**src/sv/swhr_pkg.sv**
```systemverilog
`default_nettype none

package swhr_pkg;

    localparam int PULSE_PAIRS = 41;
    localparam int AW          = $clog2(PULSE_PAIRS);
    localparam int SUM_W       = 22;
    localparam int THR_W       = 17;
    localparam int FRAME_W     = 40;

    localparam logic [1:0] CFG_WAKE_HIGH = 2'd0;
    localparam logic [1:0] CFG_START_LOW = 2'd1;
    localparam logic [1:0] CFG_TIMEOUT   = 2'd2;

    localparam logic [1:0] ST_OK          = 2'd0;
    localparam logic [1:0] ST_NO_RESPONSE = 2'd1;
    localparam logic [1:0] ST_PULSE_TMO   = 2'd2;
    localparam logic [1:0] ST_CHECKSUM    = 2'd3;

    localparam logic [23:0] WAKE_HIGH_RST = 24'd500000;
    localparam logic [23:0] START_LOW_RST = 24'd20000;
    localparam logic [15:0] TIMEOUT_RST   = 16'd32000;

    // floor(2^16 / 5), used for the divide by the pulse count
    localparam logic [13:0] RECIP_5 = 14'd13107;

    typedef enum logic [2:0] {
        PH_IDLE,
        PH_WAKE,
        PH_START,
        PH_WAIT,
        PH_LOW,
        PH_HIGH
    } t_phase;

    typedef enum logic [2:0] {
        DS_IDLE,
        DS_MUL,
        DS_THR,
        DS_WALK,
        DS_DONE
    } t_dec_state;

    typedef struct packed {
        logic line_level;
        logic start_req;
    } t_in_word;

    typedef struct packed {
        logic               drive_enable;
        logic               drive_level;
        logic               busy_res;
        logic               done_res;
        logic [1:0]         status;
        logic [15:0]        humidity_tenths;
        logic signed [15:0] temperature_tenths;
    } t_out_word;

    typedef struct packed {
        logic               done;
        logic               ok;
        logic [15:0]        humidity;
        logic signed [15:0] temperature;
    } t_dec_res;

endpackage

`default_nettype wire

```
**src/sv/swhr_ram.sv**
```systemverilog
`default_nettype none

module swhr_ram (
    input  wire logic                   i_clk,
    input  wire logic                   i_we,
    input  wire logic [swhr_pkg::AW-1:0] i_waddr,
    input  wire logic [15:0]            i_wdata,
    input  wire logic [swhr_pkg::AW-1:0] i_raddr,
    output logic [15:0]                 o_rdata
);
    import swhr_pkg::*;

    logic [15:0] r_mem [PULSE_PAIRS];

    always_ff @(posedge i_clk) begin
        if (i_we) begin
            r_mem[i_waddr] <= i_wdata;
        end
    end

    always_ff @(posedge i_clk) begin
        o_rdata <= r_mem[i_raddr];
    end

endmodule

`default_nettype wire

```
**src/sv/swhr_decode.sv**
```systemverilog
`default_nettype none

module swhr_decode (
    input  wire logic                      i_clk,
    input  wire logic                      i_rst_n,
    input  wire logic                      i_start,
    input  wire logic [swhr_pkg::SUM_W-1:0] i_sum,
    output logic [swhr_pkg::AW-1:0]        o_rd_addr,
    input  wire logic [15:0]               i_rd_data,
    input  wire logic                      i_ack,
    output swhr_pkg::t_dec_res             o_res
);
    import swhr_pkg::*;

    t_dec_state r_st, n_st;
    logic [AW-1:0]      r_idx;
    logic               r_dv;
    logic [SUM_W-4:0]   r_s3;
    logic [32:0]        r_prod;
    logic [THR_W-1:0]   r_thr;
    logic [FRAME_W-1:0] r_bits;

    logic               issue;
    logic [THR_W-1:0]   q0;
    logic [19:0]        rem;
    logic [THR_W-1:0]   thr;
    logic [7:0]         b0, b1, b2, b3, b4;
    logic [7:0]         csum;
    logic [15:0]        mag;

    assign issue     = (r_st == DS_WALK) && (r_idx <= AW'(PULSE_PAIRS - 1));
    assign o_rd_addr = r_idx;

    // divide by 40: shift right by 3, reciprocal of 5, then fix up the remainder
    always_comb begin
        q0  = r_prod[32:16];
        rem = 20'(r_s3) - 20'(q0) * 20'd5;
        if (rem >= 20'd10) begin
            thr = q0 + THR_W'(2);
        end else if (rem >= 20'd5) begin
            thr = q0 + THR_W'(1);
        end else begin
            thr = q0;
        end
    end

    always_comb begin
        n_st = r_st;
        unique case (r_st)
            DS_IDLE: begin
                if (i_start) n_st = DS_MUL;
            end
            DS_MUL:  n_st = DS_THR;
            DS_THR:  n_st = DS_WALK;
            DS_WALK: begin
                if (!issue && !r_dv) n_st = DS_DONE;
            end
            DS_DONE: begin
                if (i_ack) n_st = DS_IDLE;
            end
            default: n_st = DS_IDLE;
        endcase
    end

    always_ff @(posedge i_clk) begin
        if (!i_rst_n) begin
            r_st  <= DS_IDLE;
            r_dv  <= 1'b0;
            r_idx <= '0;
        end else begin
            r_st <= n_st;
            r_dv <= issue;
            if (r_st == DS_THR) begin
                r_idx <= AW'(1);
            end else if (issue) begin
                r_idx <= r_idx + AW'(1);
            end
        end
    end

    always_ff @(posedge i_clk) begin
        if (r_st == DS_IDLE && i_start) begin
            r_s3 <= i_sum[SUM_W-1:3];
        end
        if (r_st == DS_MUL) begin
            r_prod <= 33'(r_s3) * 33'(RECIP_5);
        end
        if (r_st == DS_THR) begin
            r_thr  <= thr;
            r_bits <= '0;
        end else if (r_dv) begin
            r_bits <= {r_bits[FRAME_W-2:0], ({1'b0, i_rd_data} >= r_thr)};
        end
    end

    always_comb begin
        b0   = r_bits[39:32];
        b1   = r_bits[31:24];
        b2   = r_bits[23:16];
        b3   = r_bits[15:8];
        b4   = r_bits[7:0];
        csum = b0 + b1 + b2 + b3;
        mag  = {1'b0, b2[6:0], b3};
        o_res.done        = (r_st == DS_DONE);
        o_res.ok          = (b4 == csum);
        o_res.humidity    = {b0, b1};
        o_res.temperature = b2[7] ? -mag : mag;
    end

endmodule

`default_nettype wire

```
**src/sv/single_wire_humidity_sensor_reader_core.sv**
```systemverilog
// one result word per accepted input word, registered in the cycle after acceptance
// throughput one word per cycle while the output side keeps up and no decode is pending
// the word that ends the last pulse pair gets its result from a decode instead: threshold multiply,
// then a 40-entry read walk of the high-width memory, one entry per cycle
// reset is synchronous active low, clears control and loads default timings; memory not reset
`default_nettype none

module single_wire_humidity_sensor_reader_core (
    input  wire logic                i_clk,
    input  wire logic                i_rst_n,
    input  wire logic                i_in_valid,
    output logic                     o_in_ready,
    input  wire swhr_pkg::t_in_word  i_in,
    output logic                     o_out_valid,
    input  wire logic                i_out_ready,
    output swhr_pkg::t_out_word      o_out,
    input  wire logic                i_cfg_we,
    input  wire logic [1:0]          i_cfg_idx,
    input  wire logic [23:0]         i_cfg_data
);
    import swhr_pkg::*;

    logic [23:0] r_wake_high, r_start_low;
    logic [15:0] r_timeout;

    t_phase r_ph, n_ph;
    logic [23:0]      r_pt, n_pt;
    logic [AW-1:0]    r_pn, n_pn;
    logic [15:0]      r_ptk, n_ptk;
    logic [SUM_W-1:0] r_sum, n_sum;
    logic [15:0]      r_hum;
    logic signed [15:0] r_temp;
    logic             r_wait_dec;
    logic             r_out_vld;
    t_out_word        r_out;

    logic       n_done, n_dec, n_we;
    logic [1:0] n_stat;
    logic [15:0] ptk_inc;
    logic       accept, out_free;
    t_out_word  n_out, dec_out;
    t_dec_res   dec_res;
    logic [AW-1:0] rd_addr;
    logic [15:0]   rd_data;

    assign out_free    = !r_out_vld || i_out_ready;
    assign o_in_ready  = !r_wait_dec && out_free;
    assign accept      = i_in_valid && o_in_ready;
    assign o_out_valid = r_out_vld;
    assign o_out       = r_out;
    assign ptk_inc     = r_ptk + 16'd1;

    always_ff @(posedge i_clk) begin
        if (!i_rst_n) begin
            r_wake_high <= WAKE_HIGH_RST;
            r_start_low <= START_LOW_RST;
            r_timeout   <= TIMEOUT_RST;
        end else if (i_cfg_we) begin
            unique case (i_cfg_idx)
                CFG_WAKE_HIGH: r_wake_high <= i_cfg_data;
                CFG_START_LOW: r_start_low <= i_cfg_data;
                CFG_TIMEOUT:   r_timeout   <= i_cfg_data[15:0];
                default: ;
            endcase
        end
    end

    // next state of the tick sequencer
    always_comb begin
        n_ph   = r_ph;
        n_pt   = r_pt;
        n_pn   = r_pn;
        n_ptk  = r_ptk;
        n_sum  = r_sum;
        n_done = 1'b0;
        n_stat = ST_OK;
        n_dec  = 1'b0;
        n_we   = 1'b0;
        unique case (r_ph)
            PH_IDLE: begin
                if (i_in.start_req) begin
                    n_pn  = '0;
                    n_ptk = '0;
                    n_sum = '0;
                    if (r_wake_high != '0) begin
                        n_ph = PH_WAKE;
                        n_pt = 24'd1;
                    end else if (r_start_low != '0) begin
                        n_ph = PH_START;
                        n_pt = 24'd1;
                    end else begin
                        n_ph = PH_WAIT;
                        n_pt = '0;
                    end
                end
            end
            PH_WAKE: begin
                if (r_pt >= r_wake_high) begin
                    if (r_start_low != '0) begin
                        n_ph = PH_START;
                        n_pt = 24'd1;
                    end else begin
                        n_ph  = PH_WAIT;
                        n_pt  = '0;
                        n_ptk = '0;
                    end
                end else begin
                    n_pt = r_pt + 24'd1;
                end
            end
            PH_START: begin
                if (r_pt >= r_start_low) begin
                    n_ph  = PH_WAIT;
                    n_pt  = '0;
                    n_ptk = '0;
                end else begin
                    n_pt = r_pt + 24'd1;
                end
            end
            PH_WAIT: begin
                if (i_in.line_level) begin
                    n_ptk = ptk_inc;
                    if (ptk_inc >= r_timeout) begin
                        n_done = 1'b1;
                        n_stat = ST_NO_RESPONSE;
                    end
                end else begin
                    n_ph  = PH_LOW;
                    n_pn  = '0;
                    n_ptk = 16'd1;
                    if (16'd1 >= r_timeout) begin
                        n_done = 1'b1;
                        n_stat = ST_PULSE_TMO;
                    end
                end
            end
            PH_LOW: begin
                if (!i_in.line_level) begin
                    n_ptk = ptk_inc;
                    if (ptk_inc >= r_timeout) begin
                        n_done = 1'b1;
                        n_stat = ST_PULSE_TMO;
                    end
                end else begin
                    if (r_pn != '0) begin
                        n_sum = r_sum + SUM_W'(r_ptk);
                    end
                    n_ph  = PH_HIGH;
                    n_ptk = 16'd1;
                    if (16'd1 >= r_timeout) begin
                        n_done = 1'b1;
                        n_stat = ST_PULSE_TMO;
                    end
                end
            end
            PH_HIGH: begin
                if (i_in.line_level) begin
                    n_ptk = ptk_inc;
                    if (ptk_inc >= r_timeout) begin
                        n_done = 1'b1;
                        n_stat = ST_PULSE_TMO;
                    end
                end else begin
                    n_we = 1'b1;
                    n_pn = r_pn + AW'(1);
                    if (r_pn == AW'(PULSE_PAIRS - 1)) begin
                        n_dec = 1'b1;
                        n_ph  = PH_IDLE;
                    end else begin
                        n_ph  = PH_LOW;
                        n_ptk = 16'd1;
                        if (16'd1 >= r_timeout) begin
                            n_done = 1'b1;
                            n_stat = ST_PULSE_TMO;
                        end
                    end
                end
            end
            default: n_ph = PH_IDLE;
        endcase
        if (n_done) begin
            n_ph = PH_IDLE;
        end
    end

    // result word of an ordinary tick and of a finished decode
    always_comb begin
        n_out.drive_enable       = (n_ph == PH_WAKE) || (n_ph == PH_START);
        n_out.drive_level        = (n_ph == PH_WAKE);
        n_out.busy_res           = (n_ph != PH_IDLE);
        n_out.done_res           = n_done;
        n_out.status             = n_stat;
        n_out.humidity_tenths    = r_hum;
        n_out.temperature_tenths = r_temp;

        dec_out.drive_enable       = 1'b0;
        dec_out.drive_level        = 1'b0;
        dec_out.busy_res           = 1'b0;
        dec_out.done_res           = 1'b1;
        dec_out.status             = dec_res.ok ? ST_OK : ST_CHECKSUM;
        dec_out.humidity_tenths    = dec_res.ok ? dec_res.humidity : r_hum;
        dec_out.temperature_tenths = dec_res.ok ? dec_res.temperature : r_temp;
    end

    always_ff @(posedge i_clk) begin
        if (!i_rst_n) begin
            r_ph       <= PH_IDLE;
            r_pt       <= '0;
            r_pn       <= '0;
            r_ptk      <= '0;
            r_sum      <= '0;
            r_hum      <= '0;
            r_temp     <= '0;
            r_wait_dec <= 1'b0;
            r_out_vld  <= 1'b0;
        end else begin
            if (accept) begin
                r_ph  <= n_ph;
                r_pt  <= n_pt;
                r_pn  <= n_pn;
                r_ptk <= n_ptk;
                r_sum <= n_sum;
            end
            if (dec_res.done && out_free) begin
                r_wait_dec <= 1'b0;
                if (dec_res.ok) begin
                    r_hum  <= dec_res.humidity;
                    r_temp <= dec_res.temperature;
                end
            end else if (accept && n_dec) begin
                r_wait_dec <= 1'b1;
            end
            if (dec_res.done && out_free) begin
                r_out_vld <= 1'b1;
            end else if (accept && !n_dec) begin
                r_out_vld <= 1'b1;
            end else if (i_out_ready) begin
                r_out_vld <= 1'b0;
            end
        end
    end

    always_ff @(posedge i_clk) begin
        if (dec_res.done && out_free) begin
            r_out <= dec_out;
        end else if (accept && !n_dec) begin
            r_out <= n_out;
        end
    end

    swhr_ram u_ram (
        .i_clk   (i_clk),
        .i_we    (accept && n_we),
        .i_waddr (r_pn),
        .i_wdata (r_ptk),
        .i_raddr (rd_addr),
        .o_rdata (rd_data)
    );

    swhr_decode u_decode (
        .i_clk     (i_clk),
        .i_rst_n   (i_rst_n),
        .i_start   (accept && n_dec),
        .i_sum     (r_sum),
        .o_rd_addr (rd_addr),
        .i_rd_data (rd_data),
        .i_ack     (out_free),
        .o_res     (dec_res)
    );

endmodule

`default_nettype wire
```
**config.mk**
```make
export PLATFORM = sky130hd
export DESIGN_NAME = single_wire_humidity_sensor_reader_core
export DESIGN_NICKNAME = d
export VERILOG_FILES = /design/src/sv/swhr_pkg.sv /design/src/sv/swhr_ram.sv /design/src/sv/swhr_decode.sv /design/src/sv/single_wire_humidity_sensor_reader_core.sv
export SDC_FILE = /design/constraint.sdc
export NUM_CORES = 2
export LEC_CHECK = 0
export BUFFER_PORTS_ARGS = -buffer_cell sky130_fd_sc_hd__buf_2
export CAP_MARGIN = 15
export CELL_PAD_IN_SITES_DETAIL_PLACEMENT = 1
export CELL_PAD_IN_SITES_GLOBAL_PLACEMENT = 1
export CORE_MARGIN = 2
export CORE_UTILIZATION = 50
export DETAILED_ROUTE_END_ITERATION = 10
export MAX_ROUTING_LAYER = met4
export PLACE_DENSITY = 0.79
export SETUP_SLACK_MARGIN = 0.4
export SLEW_MARGIN = 25
export SYNTH_ARGS = -nofsm -noshare
export SYNTH_HDL_FRONTEND = slang
export SYNTH_SLANG_ARGS = --single-unit
```
**constraint.sdc**
```tcl
create_clock -name i_clk -period 8.1 [get_ports i_clk]
set_input_delay 1.62 -clock i_clk [delete_from_list [all_inputs] [get_ports i_clk]]
set_output_delay 1.62 -clock i_clk [all_outputs]
set_load 0.005 [all_outputs]
```
Yosys cells after proc, flatten, opt, wreduce, memory -nomap -nowiden:

Memories as Yosys holds them, arrays and structs flattened. A register that Yosys moved wholly into a read port is not among the register bits.
Cells that the tools add are included.

* memories: 1
* logic and storage cells: 191
* bits in registers: 326
* latch bits: 0
* ROM bits: 0
* memory bits (writable): 656

* reductions and logical operators: 40
* shifts and indexed selects: 0
* $add $sub $neg: 12
* eq/ne operators: 27
* $mul: 2
* divide/modulo/power cells: 0
* mux-type cells: 73
* bitwise operators: 1
* order comparisons: 8

Memory list
* u_ram.r_mem: depth 41, width 16, read ports 1, clocked after Yosys merged registers in 1, write ports 1, line swhr_ram.sv:13 `logic [15:0] r_mem [PULSE_PAIRS];`

Operators by type and width (count)
* 16-bit two-way mux: 11
* 16-bit one-hot mux with 6 select lines: 1
* 24-bit two-way mux: 3
* 24-bit one-hot mux with 3 select lines: 1
* 34-bit two-way mux: 2
* 22-bit two-way mux: 3
* 24-bit greater-or-equal comparator: 2
* 24-bit nonzero test: 2
* 22-bit one-hot mux with 2 select lines: 1
* 17-bit two-way mux: 2
* 19-bit by 14-bit multiplier with 33-bit output, second input constant: 1
* 3-bit two-way mux: 11
* 24-bit by 1-bit adder with 24-bit output, second input constant: 1
* 8-bit adder: 3
* 22-bit by 16-bit adder with 22-bit output: 1
* 1-bit two-way mux: 22
* 20-bit by 3-bit greater-or-equal comparator with 1-bit output, second input constant: 1
* 20-bit by 4-bit greater-or-equal comparator with 1-bit output, second input constant: 1
* 17-bit by 3-bit multiplier with 20-bit output, second input constant: 1
* 2-bit inequality test, second input constant: 10
* 19-bit by 20-bit subtractor with 20-bit output: 1
* 6-bit two-way mux: 3
* 3-bit one-hot mux with 6 select lines: 1
* 6-bit one-hot mux with 3 select lines: 1
* other kinds (36): 77

Longest topological paths before layout:

* depth after elaboration: 8
* gate-level depth with buffers: 23
* depth with buffers taken out: 23

By module:

A second synthesis with hierarchy kept.

* cell total of the unflattened synthesis: 3879
* area total of the unflattened synthesis: 49459.9 µm²

By module, submodules not included
* swhr_ram: sequential area each 20019.2 µm², area an instance 26238.9 µm², cells each 1354, instances 1
* swhr_decode: sequential area each 2592.5 µm², area an instance 11990.2 µm², cells each 1222, instances 1
* single_wire_humidity_sensor_reader_core: sequential area each 4484.3 µm², area an instance 11230.8 µm², cells each 1303, instances 1

Worst setup path after synthesis:

OpenSTA, ideal clock, no wires.

* kind: flip-flop to flip-flop
* start point: register u_decode.r_s3[4]
* end point: register u_decode.r_prod[31] (data pin)
* period minus slack after synthesis: 5900 ps
* arrival: 5642 ps
* stages on the path, launching flop included: 22
* setup slack: 2200 ps
* cells stage by stage: edfxtp_1 ha_1 ha_1 inv_1 fa_1 inv_1 fa_1 fa_1 inv_1 fa_1 inv_1 ha_1 a211o_1 a221o_1 a32o_1 o21ba_2 o21ai_1 a21boi_0 o21a_1 or2_2 a21oi_1 xnor2_1

* word-level cells in the longest chain between the ends: 1

RTL lines
* start, declared: line swhr_decode.sv:18 `logic [SUM_W-4:0] r_s3;`
* start signal, assigned: line swhr_decode.sv:83 `r_s3 <= i_sum[SUM_W-1:3];`
* 19-bit by 14-bit multiplier with 33-bit output: line swhr_decode.sv:86 `r_prod <= 33'(r_s3) * 33'(RECIP_5);`
* end signal, assigned: line swhr_decode.sv:86
* end, declared: line swhr_decode.sv:19 `logic [32:0] r_prod;`

No other way between the ends.
A chain may end at the register's enable or synchronous reset.

Worst setup path in the final report:

* start point: register u_decode.r_s3[7]
* end point: register u_decode.r_prod[31] (data pin)

The elaborated chain is that of the path after synthesis.

==> results.toml <==
[power_and_ir_drop]
comb_power_share_pct = 1.6
power_mw = 10.3
vdd_drop_max_uv = 162
share_seq_of_total_power_pct = 52.4
powerDensity_mw_per_mm2 = 194
power.leakage_nw = 21.2
p_int_mw = 8.10
p_clk_share_pct = 46.0
p_switching_mw = 2.18
swShare_pct = 21.2

[clock_network]
clk_latency_ns = 0.70
cts-hold-fix-buffers = 0
ctsResizeCount = 0
cts_setup_buffers = 0
htreeDepth = 3
clockRootBuffer = "clkbuf_16"
cts_inserted_buffers = 101
tritoncts = "built"
cts_buffer_depth = 3
clkTransAtPathRegs_ns = 0.06
cts.sinks = 982

[timing]
max_slew_margin_pct = 26.4
worst_slew_pin_slew_ns = 1.10
fin_tns_setup_ns = 0
finalHoldViolCount = 0
fin_crit_ns = 6.39
rsz0062_at_grt = "no"
finalWorstSetupSlack_ns = 1.71
finalCritPeriodShare_pct = 78.9
whs_ns = 0.448
skew_ns = 0.0272
drv_slew = 0
finalSetupViolations = 0
max_freq_mhz = 157

[setup_path]
cp-start-kind = "flip-flop"
crit_type = "flip-flop to flip-flop"
worstPathRequired_ns = 8.54
cp_max_fo = 7
cp-end-kind = "flip-flop"
cp_data_arrival_time_ns = 6.83

[drt]
wirelength_mm = 128
wl_per_cell_um = 25.7
drt_first_pass_iters = 6
postRouteAntennaNets = 0
vias_per_cell = 5.95
num_vias = 29500
drtIter0Drc = 2708
drc = 0

[synthesis]
synth_nets = 3928
ys_top_cells_by_area = "edfxtp_1 47%, dfxtp_1 10%, mux4_2 9.1%"
synth_seq_cells = 982
synth_top_area_cell = "edfxtp_1"
synth-edff-count = 743
yosysSeqAreaShare_pct = 56.9
syn_inst = 3498
syn_area_mm2 = 0.0476
synth_top_area_share_pct = 46.9
async_flop_share_pct = 0
ys_warn_count = 0
netlist-cell-type-count = 81
syn_avg_cell_area_um2 = 13.6
synth_flop_cell = "edfxtp_1"

[global_route]
grt_pass1_wl_mm = 195
busiest_layer = "met2"
grt_pass1_vias = 31500
grt-ovfl-total = 0
grt_use_met1_pct = 34.2
grt_usage_pct = 27.2
met2_usage_pct = 44.3
antenna_found_initial = 3
grt_max_degree = 97
grt_util_met3_pct = 4.71

[finish]
drive_above_1_share_pct = 15.0
fin_util_pct = 55.9
nFillCells = 9303
fin_nets = 4038
final_cell_mix = "743 x edfxtp_1, 313 x inv_1, 288 x nand2_1, 282 x ha_1"
layout_commonest_cell = "edfxtp_1"
syn_to_final_growth_pct = 11.4

[die]
initial_core_util_pct = 50.2
die_area_mm2 = 0.0977
num_rows = 113
fp.dieW_um = 313
io_pins = 73
core_area_mm2 = 0.0947
die_h_um = 313

[hold_path]
hold_class = "flip-flop to flip-flop"

[place]
portBuffers = 72
hpwl_mm = 80.9
dpl_worst_slack_ns = 1.76
gp_congestion = 0.865

[status]
status = "finished clean"

[flow_run]
cap_violations = 0
## kinds of logic (layout without fill, tap and decap cells)
| group | after synthesis | in the layout | synth area share, % |
|---|---|---|---|
| adders and majority gates | 397 | 397 | 12.3 |
| muxes | 292 | 292 | 11.2 |
| buffers and inverters | 448 | 645 | 3.56 |
| and+or+nand+nor | 817 | 817 | 8.06 |
| xor gates and xnor gates | 118 | 118 | 2.17 |
| DFF | 982 | 982 | 56.9 |
| other | 0 | 3 | 0 |
| AOI/OAI and AO/OA | 444 | 444 | 5.79 |
## metal layers
layer	vias up	wire length [um]	share of wire, %
met5	-	0	0
met4	0	4890	3.8
met3	267	8480	6.6
met2	1141	63000	49
met1	15100	51400	40
li1	13000	-	-
## cells in the mapped netlist, types with 24 or more instances
library cell / number
inv_1: 314
fa_1: 115
nand2b_1: 31
nand3_1: 34
mux4_2: 192
nor4_1: 30
mux2i_1: 86
nor2_1: 222
and2_1: 35
nand2_1: 288
dfxtp_1: 239
nand4_1: 24
nor3_1: 33
clkbuf_1: 106
edfxtp_1: 743
and3_1: 37
xor2_1: 48
xnor2_1: 70
ha_1: 282
o21ai_0: 122
a21oi_1: 135
a21o_1: 35
## power by group through the flow
stage,Clock (mW),Sequential [mW],Combinational [mW]
5_1_grt,4.94,5.39,0.180
2_1_floorplan,0,5.49,0.0953
3_3_place_gp,0,5.49,0.157
3_5_place_dp,0,5.49,0.161
4_1_cts,4.79,5.39,0.162
6_report,4.73,5.38,0.161
## worst max-delay path, stage by stage, from the launching register on
cell and delay (ns):
edfxtp_1 0.60, ha_1 0.38, inv_1 0.09, fa_1 0.54, inv_1 0.05, fa_1 0.50
fa_1 0.54, fa_1 0.59, fa_1 0.43, ha_1 0.33, nand2_1 0.08, a21oi_1 0.06
a221o_1 0.33, a32o_1 0.28, o21ba_2 0.26, o21ai_1 0.15, a21boi_0 0.16, o21a_1 0.22
or2_2 0.29, a21oi_1 0.18, xnor2_1 0.08
## state kept, by name, indices dropped and copies added, names as in the netlist, 17 cells and up
| register | flops |
|---|---|
| u_decode.r_s3 | 19 |
| o_out | 38 |
| u_decode.r_bits | 40 |
| r_sum | 22 |
| u_decode.r_prod | 17 |
| u_decode.r_thr | 17 |
| r_start_low | 24 |
| u_ram.r_mem | 656 |
| r_pt | 24 |
| r_wake_high | 24 |
## final timing paths
path                                  startpoint                   to  slack [ns]  cells past startpoint
worst max-delay path            u_decode.r_s3[7]  u_decode.r_prod[31]        1.71                     20
worst min-delay path                   r_sum[21]    u_decode.r_s3[18]        0.45                      0
worst max register to register  u_decode.r_s3[7]  u_decode.r_prod[31]        1.71                     20
worst min register to register         r_sum[21]    u_decode.r_s3[18]        0.45                      0
## cell type report
type	instances	area, um^2	share of cell area, %
diodes	3	7.51	0.0142
repair buffers	138	868	1.64
well taps	1265	1580	2.99
clock buffers	134	2780	5.25
multi-input cells	2068	18900	35.6
flip-flops and latches	982	27100	51.2
clock inverters	56	561	1.06
inverters	317	1190	2.25
## per-stage QoR
stage / cells / area (um^2)
2_1_floorplan: 3498 / 47600
3_3_place_gp: 4770 / 49600
3_5_place_dp: 4770 / 49600
4_1_cts: 4960 / 53000
5_1_grt: 4962 / 53000
6_report: 4963 / 53000
No activity file was read; power rests on OpenSTA's default activity.
